==> src/rtl/core/bfps_pkg.sv <==
// shared constants and control types for the bit field pack store
package bfps_pkg;

   // fixed field widths
   localparam int VALUE_W = 64;
   localparam int SPAN_W  = 72;
   localparam int INDEX_W = 11;
   localparam int COUNT_W = 7;
   localparam int CAP_W   = 12;
   localparam int CMP_W   = 18;
   localparam int BADDR_W = 9;
   localparam int NREM_W  = 4;
   localparam int SHIFT_W = 7;

   // configuration port
   localparam int PADDR_W = 3;
   localparam int PDATA_W = 32;
   localparam logic REG_CAPACITY = 1'b0;
   localparam logic [CAP_W-1:0] CAP_RESET = 12'd2048;

   // parameter defaults
   localparam int BUF_BYTES_DEF      = 256;
   localparam int MAX_FIELD_BITS_DEF = 64;

   // opcodes and status
   localparam logic OP_WRITE   = 1'b0;
   localparam logic OP_READ    = 1'b1;
   localparam logic STS_DONE   = 1'b0;
   localparam logic STS_REFUSE = 1'b1;

   typedef struct packed {
      logic load;
      logic prep;
      logic rd;
      logic modify;
      logic finish;
      logic init_wr;
   } cmd_type;

   typedef struct packed {
      logic skip;
      logic last_byte;
      logic init_last;
   } sts_type;

endpackage

==> src/rtl/core/bfps_ctrl.sv <==
// sequencer for the bit field pack store
module bfps_ctrl (
   input  logic             clock,
   input  logic             reset,
   input  logic             start,
   output logic             busy,
   input  bfps_pkg::sts_type sts,
   output bfps_pkg::cmd_type cmd
);

   localparam logic [2:0] ST_INIT = 3'd0;
   localparam logic [2:0] ST_IDLE = 3'd1;
   localparam logic [2:0] ST_LOAD = 3'd2;
   localparam logic [2:0] ST_READ = 3'd3;
   localparam logic [2:0] ST_MOD  = 3'd4;
   localparam logic [2:0] ST_FIN  = 3'd5;

   logic [2:0] state_ff;
   logic [2:0] state_in;

   assign busy = (state_ff != ST_IDLE);

   always_comb begin
      state_in = state_ff;
      cmd      = '0;
      unique case (state_ff)
         ST_INIT: begin
            cmd.init_wr = 1'b1;
            if (sts.init_last) state_in = ST_IDLE;
         end
         ST_IDLE: begin
            if (start) begin
               cmd.load = 1'b1;
               state_in = ST_LOAD;
            end
         end
         ST_LOAD: begin
            cmd.prep = 1'b1;
            state_in = sts.skip ? ST_FIN : ST_READ;
         end
         ST_READ: begin
            cmd.rd   = 1'b1;
            state_in = ST_MOD;
         end
         ST_MOD: begin
            cmd.modify = 1'b1;
            state_in   = sts.last_byte ? ST_FIN : ST_READ;
         end
         ST_FIN: begin
            cmd.finish = 1'b1;
            state_in   = ST_IDLE;
         end
         default: state_in = ST_IDLE;
      endcase
   end

   always_ff @(posedge clock) begin
      if (reset) begin
         state_ff <= ST_INIT;
      end else begin
         state_ff <= state_in;
      end
   end

endmodule

==> src/rtl/core/bfps_datapath.sv <==
// byte store, field alignment and result registers
module bfps_datapath #(
   parameter int BUF_BYTES      = bfps_pkg::BUF_BYTES_DEF,
   parameter int MAX_FIELD_BITS = bfps_pkg::MAX_FIELD_BITS_DEF
) (
   input  logic                            clock,
   input  logic                            reset,
   input  bfps_pkg::cmd_type               cmd,
   output bfps_pkg::sts_type               sts,
   input  logic [bfps_pkg::CAP_W-1:0]      cap_bits,
   input  logic                            req_opcode,
   input  logic [bfps_pkg::INDEX_W-1:0]    req_bit_index,
   input  logic [bfps_pkg::COUNT_W-1:0]    req_bit_count,
   input  logic [bfps_pkg::VALUE_W-1:0]    req_value,
   input  logic                            req_clear_bytes,
   output logic                            rsp_valid,
   output logic [bfps_pkg::VALUE_W-1:0]    rsp_read_value,
   output logic                            rsp_status
);

   localparam int ADDR_W = (BUF_BYTES > 1) ? $clog2(BUF_BYTES) : 1;

   logic [7:0] mem [BUF_BYTES];

   // latched item
   logic                           op_ff;
   logic [bfps_pkg::INDEX_W-1:0]   pos_ff;
   logic [bfps_pkg::COUNT_W-1:0]   cnt_ff;
   logic [bfps_pkg::VALUE_W-1:0]   val_ff;
   logic                           clr_ff;

   // working registers
   logic [bfps_pkg::SPAN_W-1:0]    vsh_ff;
   logic [bfps_pkg::SPAN_W-1:0]    msh_ff;
   logic [bfps_pkg::SPAN_W-1:0]    acc_ff;
   logic [bfps_pkg::VALUE_W-1:0]   fmask_ff;
   logic [bfps_pkg::NREM_W-1:0]    nrem_ff;
   logic [bfps_pkg::BADDR_W-1:0]   addr_ff;
   logic [bfps_pkg::SHIFT_W-1:0]   sh_ff;
   logic                           refused_ff;
   logic                           skip_ff;
   logic [7:0]                     rdata_ff;
   logic [ADDR_W-1:0]              init_ff;

   logic                           rsp_valid_ff;
   logic [bfps_pkg::VALUE_W-1:0]   read_value_ff;
   logic                           status_ff;

   // combinational
   logic [bfps_pkg::COUNT_W-1:0]   cnt_sat;
   logic [bfps_pkg::CMP_W-1:0]     end_bytes;
   logic [bfps_pkg::CMP_W-1:0]     cap_round;
   logic [bfps_pkg::CMP_W-1:0]     cap_bytes;
   logic                           zero;
   logic                           refused;
   logic [bfps_pkg::VALUE_W-1:0]   fmask;
   logic [2:0]                     lsb;
   logic [bfps_pkg::NREM_W-1:0]    nbytes;
   logic [bfps_pkg::SHIFT_W-1:0]   sh_next;
   logic                           wr_en;
   logic [ADDR_W-1:0]              wr_addr;
   logic [7:0]                     wr_data;
   logic [bfps_pkg::VALUE_W-1:0]   extracted;

   always_comb begin
      cnt_sat = (cnt_ff > bfps_pkg::COUNT_W'(MAX_FIELD_BITS))
              ? bfps_pkg::COUNT_W'(MAX_FIELD_BITS) : cnt_ff;
      end_bytes = (bfps_pkg::CMP_W'(pos_ff) + bfps_pkg::CMP_W'(cnt_sat)
                + bfps_pkg::CMP_W'(7)) >> 3;
      cap_round = (bfps_pkg::CMP_W'(cap_bits) + bfps_pkg::CMP_W'(7)) >> 3;
      cap_bytes = (cap_round > bfps_pkg::CMP_W'(BUF_BYTES))
                ? bfps_pkg::CMP_W'(BUF_BYTES) : cap_round;
      zero    = (cnt_sat == '0);
      refused = !zero && (end_bytes > cap_bytes);
      fmask   = bfps_pkg::VALUE_W'(~({bfps_pkg::SPAN_W{1'b1}} << cnt_sat));
      lsb     = pos_ff[2:0];
      // bytes spanned: last touched byte relative to the first, plus one
      nbytes  = bfps_pkg::NREM_W'(((bfps_pkg::COUNT_W'(lsb) + cnt_sat
              - bfps_pkg::COUNT_W'(1)) >> 3) + bfps_pkg::COUNT_W'(1));
      // first byte lands at 8*(9-n) in the accumulator, then the bit offset
      sh_next = bfps_pkg::SHIFT_W'({(4'd9 - nbytes), 3'b000})
              + bfps_pkg::SHIFT_W'(lsb);
   end

   assign sts.skip      = zero || refused;
   assign sts.last_byte = (nrem_ff == bfps_pkg::NREM_W'(1));
   assign sts.init_last = (init_ff == ADDR_W'(BUF_BYTES - 1));

   // store write port: clearing pass or read-modify-write of one byte
   always_comb begin
      wr_en   = cmd.init_wr || (cmd.modify && (op_ff == bfps_pkg::OP_WRITE));
      wr_addr = cmd.init_wr ? init_ff : ADDR_W'(addr_ff);
      if (cmd.init_wr) begin
         wr_data = '0;
      end else if (clr_ff) begin
         wr_data = vsh_ff[7:0];
      end else begin
         wr_data = (rdata_ff & ~msh_ff[7:0]) | vsh_ff[7:0];
      end
   end

   always_ff @(posedge clock) begin
      if (wr_en) mem[wr_addr] <= wr_data;
      if (cmd.rd) rdata_ff <= mem[ADDR_W'(addr_ff)];
   end

   always_ff @(posedge clock) begin
      if (reset) begin
         init_ff <= '0;
      end else if (cmd.init_wr) begin
         init_ff <= init_ff + ADDR_W'(1);
      end
   end

   always_ff @(posedge clock) begin
      if (cmd.load) begin
         op_ff  <= req_opcode;
         pos_ff <= req_bit_index;
         cnt_ff <= req_bit_count;
         val_ff <= req_value;
         clr_ff <= req_clear_bytes;
      end
      if (cmd.prep) begin
         vsh_ff     <= bfps_pkg::SPAN_W'(val_ff & fmask) << lsb;
         msh_ff     <= bfps_pkg::SPAN_W'(fmask) << lsb;
         fmask_ff   <= fmask;
         nrem_ff    <= nbytes;
         addr_ff    <= bfps_pkg::BADDR_W'(pos_ff[bfps_pkg::INDEX_W-1:3]);
         sh_ff      <= sh_next;
         refused_ff <= refused;
         skip_ff    <= zero || refused;
      end
      if (cmd.modify) begin
         vsh_ff  <= vsh_ff >> 8;
         msh_ff  <= msh_ff >> 8;
         acc_ff  <= {rdata_ff, acc_ff[bfps_pkg::SPAN_W-1:8]};
         addr_ff <= addr_ff + bfps_pkg::BADDR_W'(1);
         nrem_ff <= nrem_ff - bfps_pkg::NREM_W'(1);
      end
   end

   assign extracted = bfps_pkg::VALUE_W'(acc_ff >> sh_ff) & fmask_ff;

   always_ff @(posedge clock) begin
      if (cmd.finish) begin
         read_value_ff <= ((op_ff == bfps_pkg::OP_READ) && !skip_ff) ? extracted : '0;
         status_ff     <= refused_ff ? bfps_pkg::STS_REFUSE : bfps_pkg::STS_DONE;
      end
   end

   always_ff @(posedge clock) begin
      if (reset) begin
         rsp_valid_ff <= 1'b0;
      end else begin
         rsp_valid_ff <= cmd.finish;
      end
   end

   assign rsp_valid      = rsp_valid_ff;
   assign rsp_read_value = read_value_ff;
   assign rsp_status     = status_ff;

endmodule

==> src/rtl/core/bit_field_pack_store.sv <==
// top level of the bit field pack store: csr block, sequencer and datapath
// per item: load and check, then a read step and a modify step per byte spanned (1 to 9 bytes), then finish
// zero-width or refused items go from the check straight to finish; the result strobe is registered from finish
// a new item is taken only once the previous one is finished and busy is low
// reset: store is zeroed by a sweep over all BUF_BYTES bytes with busy high; csr writes still taken
// results are strobed for one cycle only, the receiver cannot stall
module bit_field_pack_store #(
   parameter int BUF_BYTES      = bfps_pkg::BUF_BYTES_DEF,
   parameter int MAX_FIELD_BITS = bfps_pkg::MAX_FIELD_BITS_DEF
) (
   input  logic                            clock,
   input  logic                            reset,
   // command channel
   input  logic                            start,
   output logic                            busy,
   input  logic                            req_opcode,
   input  logic [bfps_pkg::INDEX_W-1:0]    req_bit_index,
   input  logic [bfps_pkg::COUNT_W-1:0]    req_bit_count,
   input  logic [bfps_pkg::VALUE_W-1:0]    req_value,
   input  logic                            req_clear_bytes,
   // result channel
   output logic                            rsp_valid,
   output logic [bfps_pkg::VALUE_W-1:0]    rsp_read_value,
   output logic                            rsp_status,
   // csr port
   input  logic                            psel,
   input  logic                            penable,
   input  logic                            pwrite,
   input  logic [bfps_pkg::PADDR_W-1:0]    paddr,
   input  logic [bfps_pkg::PDATA_W-1:0]    pwdata,
   output logic [bfps_pkg::PDATA_W-1:0]    prdata,
   output logic                            pready
);

   bfps_pkg::cmd_type cmd;
   bfps_pkg::sts_type sts;

   logic [bfps_pkg::CAP_W-1:0] cap_ff;
   logic                       csr_sel_cap;
   logic                       csr_wr;

   // csr: one register, capacity in bits, at word 0
   assign pready      = 1'b1;
   assign csr_sel_cap = (paddr[bfps_pkg::PADDR_W-1:2] == bfps_pkg::REG_CAPACITY);
   assign csr_wr      = psel && penable && pwrite && pready;
   assign prdata      = csr_sel_cap ? bfps_pkg::PDATA_W'(cap_ff) : '0;

   // a write transfer to any other word is dropped
   always_ff @(posedge clock) begin
      if (reset) begin
         cap_ff <= bfps_pkg::CAP_RESET;
      end else if (csr_wr && csr_sel_cap) begin
         cap_ff <= pwdata[bfps_pkg::CAP_W-1:0];
      end
   end

   // sequencer: clear sweep, then per item load, check, per-byte read/modify, finish
   bfps_ctrl u_ctrl (
      .clock (clock),
      .reset (reset),
      .start (start),
      .busy  (busy),
      .sts   (sts),
      .cmd   (cmd)
   );

   // datapath: byte store, alignment shifters and result registers
   bfps_datapath #(
      .BUF_BYTES      (BUF_BYTES),
      .MAX_FIELD_BITS (MAX_FIELD_BITS)
   ) u_datapath (
      .clock           (clock),
      .reset           (reset),
      .cmd             (cmd),
      .sts             (sts),
      .cap_bits        (cap_ff),
      .req_opcode      (req_opcode),
      .req_bit_index   (req_bit_index),
      .req_bit_count   (req_bit_count),
      .req_value       (req_value),
      .req_clear_bytes (req_clear_bytes),
      .rsp_valid       (rsp_valid),
      .rsp_read_value  (rsp_read_value),
      .rsp_status      (rsp_status)
   );

endmodule

==> config.mk <==
export PLATFORM = sky130hd
export DESIGN_NAME = bit_field_pack_store
export DESIGN_NICKNAME = d
export VERILOG_FILES = /design/src/rtl/core/bfps_pkg.sv /design/src/rtl/core/bfps_ctrl.sv /design/src/rtl/core/bfps_datapath.sv /design/src/rtl/core/bit_field_pack_store.sv
export SDC_FILE = /design/constraint.sdc
export NUM_CORES = 2
export LEC_CHECK = 0
export ABC_AREA = 1
export ABC_CLOCK_PERIOD_IN_PS = 13580
export BUFFER_PORTS_ARGS = -buffer_cell sky130_fd_sc_hd__buf_2
export CAP_MARGIN = 15
export CORE_UTILIZATION = 39
export DETAILED_ROUTE_END_ITERATION = 12
export PLACE_DENSITY = 0.52
export SLEW_MARGIN = 10
export SYNTH_ARGS = -nofsm -noshare
export SYNTH_HDL_FRONTEND = slang
export SYNTH_SLANG_ARGS = --single-unit
==> constraint.sdc <==
create_clock -name clock -period 13.58 [get_ports clock]
set_input_delay 1.358 -clock clock [delete_from_list [all_inputs] [get_ports clock]]
set_output_delay 1.358 -clock clock [all_outputs]
set_load 0.05 [all_outputs]
==> metrics.log <==
INFO  metric rsz0062_at_grt = no
INFO  metric dr.max_layer_used = met4
INFO  metric core_region_area = 0.289 sq mm
INFO  metric synthArstFlopShare = 0%
INFO  metric detail_route.wl_per_cell = roughly 23 microns
INFO  metric grt_start_max_net_pins = 193
INFO  metric path_buf_inv = 5
INFO  metric fill_cells = between 20,000 and 30,000
INFO  metric final_core_util = between 40 and 50%
INFO  metric die_x = 541 microns
INFO  metric path_cells = buf_4 -> buf_12 -> buf_4 -> buf_4 -> buf_4 -> nand3_1 -> nand3_1 -> nand2_1 -> nor2_1 -> nand2_1 -> nand3_1 -> nand3_1 -> nand3_1 -> nand2_1
INFO  metric final-instance-count-excl-fill = 15,300
INFO  metric per_instance_average_area_after_synthesis = around 10 sq um
INFO  metric syn_area = roughly 0.11 sq mm
INFO  metric globalplace.congestion = roughly 0.94
INFO  metric timing.hold.ws = approximately 0.42 ns
INFO  metric synth-main-ff-cell = sky130_fd_sc_hd__edfxtp_1
INFO  metric worst-path-max-fanout = approximately 130
INFO  metric worst_path_most_repeated_cell = sky130_fd_sc_hd__nand3_1
INFO  metric setup.worst_path.start = u_datapath.addr_ff[1]
INFO  metric pwr_density_cell = around 130 mW/mm^2
INFO  metric postCtsSetupRepairBufs = 0
INFO  metric route.layer.met1.wl = between 150 and 200 mm
INFO  metric synthesis.instances = about 11,000
INFO  metric max_stage_delay = between 0.7 and 0.8 ns
INFO  metric synthDominantCellAreaShare = roughly 66%
INFO  metric numCtsBuffers = 286
INFO  metric setup.worst_path.end_class = flip-flop
INFO  metric area_occupied_by_multi_input_gates = ~0.032 sq mm
INFO  metric hold_sp = u_datapath.refused_ff
INFO  metric vias_in_the_first_global_route = ~76,000
INFO  metric drtAntennaViolNets = 0
INFO  metric worst_voltage_drop_across_the_vdd_grid = approximately 0.11 mV
INFO  metric wire_length_reported_by_the_detailed_router = about 350 mm
INFO  metric clock_tree.root_cell = sky130_fd_sc_hd__clkbuf_16
INFO  metric max_slew_margin = 22.0%
INFO  metric power.static_leakage = approximately 47 nW
INFO  metric final_period_minus_worst_setup_slack = ~5.4 ns
INFO  metric reg2reg_from = u_datapath.addr_ff[1]
INFO  metric part_of_the_yosys_area_used_for_sequential_elements = about 67%
INFO  metric run_status = finished, final reports clean
INFO  metric hold-path-cell-count = 0
INFO  metric critical_path_cell_count = 14
INFO  metric worstSkewPairLatency = ~0.92 ns
INFO  metric drt-pass1-iter-count = 6
INFO  metric cts_sinks = 2,528
INFO  metric final-max-slew-violation-count = 0
INFO  metric fp.dieH = between 500 and 600 microns
INFO  metric worst-setup-path-type = reg -> reg
INFO  metric route.detailed.drc = 0
INFO  metric arrival = around 6 ns
INFO  metric endpoint = u_datapath.rdata_ff[0]
INFO  metric yosys-top-cells-area = sky130_fd_sc_hd__edfxtp_1 66%, sky130_fd_sc_hd__nand2_1 9.9%, sky130_fd_sc_hd__nand3_1 6.9%
INFO  metric cts.clk_slew.worst_paths = ~0.06 ns
INFO  metric antenna_found_initial = 12
INFO  metric regArea = 0.0755 sq mm
INFO  metric layout.cell_area.non_filler = 0.126 sq mm
INFO  metric timing.critical_path.required = 14.16 ns
INFO  metric portBuffers = 181
INFO  metric worst_path_max_delay_cell = sky130_fd_sc_hd__buf_4
INFO  metric initial_utilization = between 30% and 40%
INFO  metric finalSetupViolCount = 0
INFO  metric finalHoldViolCount = 0
INFO  metric yosysUniqueCellTypes = 52
INFO  metric place_area = roughly 0.12 sq mm
INFO  metric max_freq = 184 MHz
INFO  metric total_number_of_nets_in_the_final_design = approximately 11,000
INFO  metric critical_path.reg2reg.endpoint = u_datapath.rdata_ff[0]
INFO  metric period_share = 39.9%
INFO  metric detailedPlacementHpwl = a little over 200 mm
INFO  metric cpLargestDelayFamily = buffers and inverters
INFO  metric route.vias.total = 80,700
INFO  metric grt.overflow.total = 0
INFO  metric io_pins = around 230
INFO  metric tritoncts_clock_tree = yes
INFO  metric layout_cells_sized_above_1 = under 10%
INFO  metric setup-tns-final = 0 ns
INFO  metric grt_util_all_layers = about 23%
INFO  metric layout-area-overhead-vs-synth = 11.5%
INFO  metric yosysTopAreaCell = sky130_fd_sc_hd__edfxtp_1
INFO  metric ctsHoldBuffers = 0
INFO  metric initialDrtViolationCount = just over 8,000
INFO  metric synth_warn = 0
INFO  metric startpoint_type = flip-flop
INFO  metric first_pass_grt_wire_length = between 500 and 600 mm
INFO  metric met2_length = 160 mm
INFO  metric ctsResizeCount = 0
INFO  metric synth-edff-count = ~2,500
INFO  metric actual_transition_at_the_worst_max_transition_pin = about 1.2 ns
INFO  metric route.detailed.vias_per_inst = 5.29
INFO  metric ctsLongestPathBuffers = 4
INFO  metric final.setup_skew = approximately 0.075 ns
INFO  metric min_path_type = reg -> reg
INFO  metric placedCellCount = 14,800
INFO  metric ys_seq_elements = 2,528
INFO  metric r2r_setup_slack = between 8 and 9 ns
INFO  metric std_cell_rows = approximately 200
INFO  metric dieArea = 0.293 sq mm
INFO  metric dr_wl_met3 = a little over 20 mm
INFO  metric max_cap_violations = 0
INFO  metric clock_tree.htree_level_count = 5
INFO  metric r2r_cells = 14
## cells in the mapped netlist, drive strengths merged (5+ instances only)
cell type     n
edfxtp     2490
buf         305
nor3         15
nor2       1450
or2          31
nand2      2997
o22ai         5
clkbuf      390
a21oi       163
inv         719
a31oi        14
nand3      1573
nand4        21
xor2         13
a22oi         9
ha           34
o21a          8
xnor2         6
o21ai       687
dfxtp        38
o211ai      223
clkinv        7
a22o          5
## final cells by class
type,instances,area share (%)
inverter,726,2.19
sequential,2528,59.8
clock inverter,133,0.910
clock buffer,367,6.01
multi-input combinational,7309,25.7
tap,3880,3.84
antenna,1,0.00198
timing repair buffer,312,1.59
## stage by stage
| step | power [W] | setup slack (ns) |
|---|---|---|
| after floorplan | 0.00867 | 2.57 |
| after global placement | 0.00872 | 8.29 |
| after detailed placement | 0.00872 | 8.27 |
| after CTS | 0.0161 | 8.26 |
| after global routing | 0.0163 | 7.99 |
| final | 0.0159 | 8.16 |
## logic make-up (layout without fill, tap and decap cells)
group                    count (synthesis)  after routing  synth area share (%)
AO/OA/AOI/OAI                         1129           1129                  5.63
XOR/XNOR                                19             19                 0.147
adder cells (fa/ha/maj)                 35             35                 0.393
buffers and inverters                 1421           1538                  4.99
flip-flops                            2528           2528                  66.6
multiplexers                             4              4                0.0353
other                                    2             24               0.00662
AND/OR/NAND/NOR                       6099           6099                  22.2
## layer usage
layer | GRT usage [%] | vias up
li1 | - | 38100
met1 | 31.9 | 39300
met2 | 37.2 | 2751
met3 | 2.90 | 566
met4 | 8.32 | 0
met5 | 0 | -
## cells in the final DEF, fill, tap and decap left out, drive strengths merged, types with 6 or more instances in the layout
master,n
dfxtp,38
o211ai,223
nor3,15
or2,31
clkinv,111
buf,312
bufinv,12
nand3,1573
nand2,2997
o21a,8
xnor2,6
inv,733
clkbuf,367
nor2,1450
o21ai,687
edfxtp,2490
ha,34
nand4,21
a22oi,9
a21oi,163
conb,23
a31oi,14
xor2,13
## power by group
group	internal, W	switching (W)	leakage [nW]
Combinational	0.0000213	0.0000750	20.9
Sequential	0.00845	0.00000384	21.9
Clock	0.00420	0.00318	4.27
## worst min path at each step
| stage | to | slack (ns) |
|---|---|---|
| after floorplan | u_datapath.rsp_status | 0.40 |
| after global placement | u_datapath.rsp_status | 0.40 |
| after detailed placement | u_datapath.rsp_status | 0.41 |
| after CTS | u_datapath.rsp_status | 0.42 |
| after global routing | u_datapath.rsp_status | 0.42 |
| final | u_datapath.rsp_status | 0.42 |
## registers in the layout, indices dropped and copies added, names as in the netlist, 8 cells and up
| register | cells |
|---|---|
| u_datapath.mem | 2048 |
| u_datapath.acc_ff | 72 |
| u_datapath.msh_ff | 71 |
| u_datapath.vsh_ff | 71 |
| u_datapath.fmask_ff | 64 |
| u_datapath.rsp_read_value | 64 |
| u_datapath.val_ff | 64 |
| cap_ff | 12 |
| u_datapath.pos_ff | 11 |
| u_datapath.addr_ff | 8 |
| u_datapath.init_ff | 8 |
| u_datapath.rdata_ff | 8 |
Power figures use the tool's default switching activity.
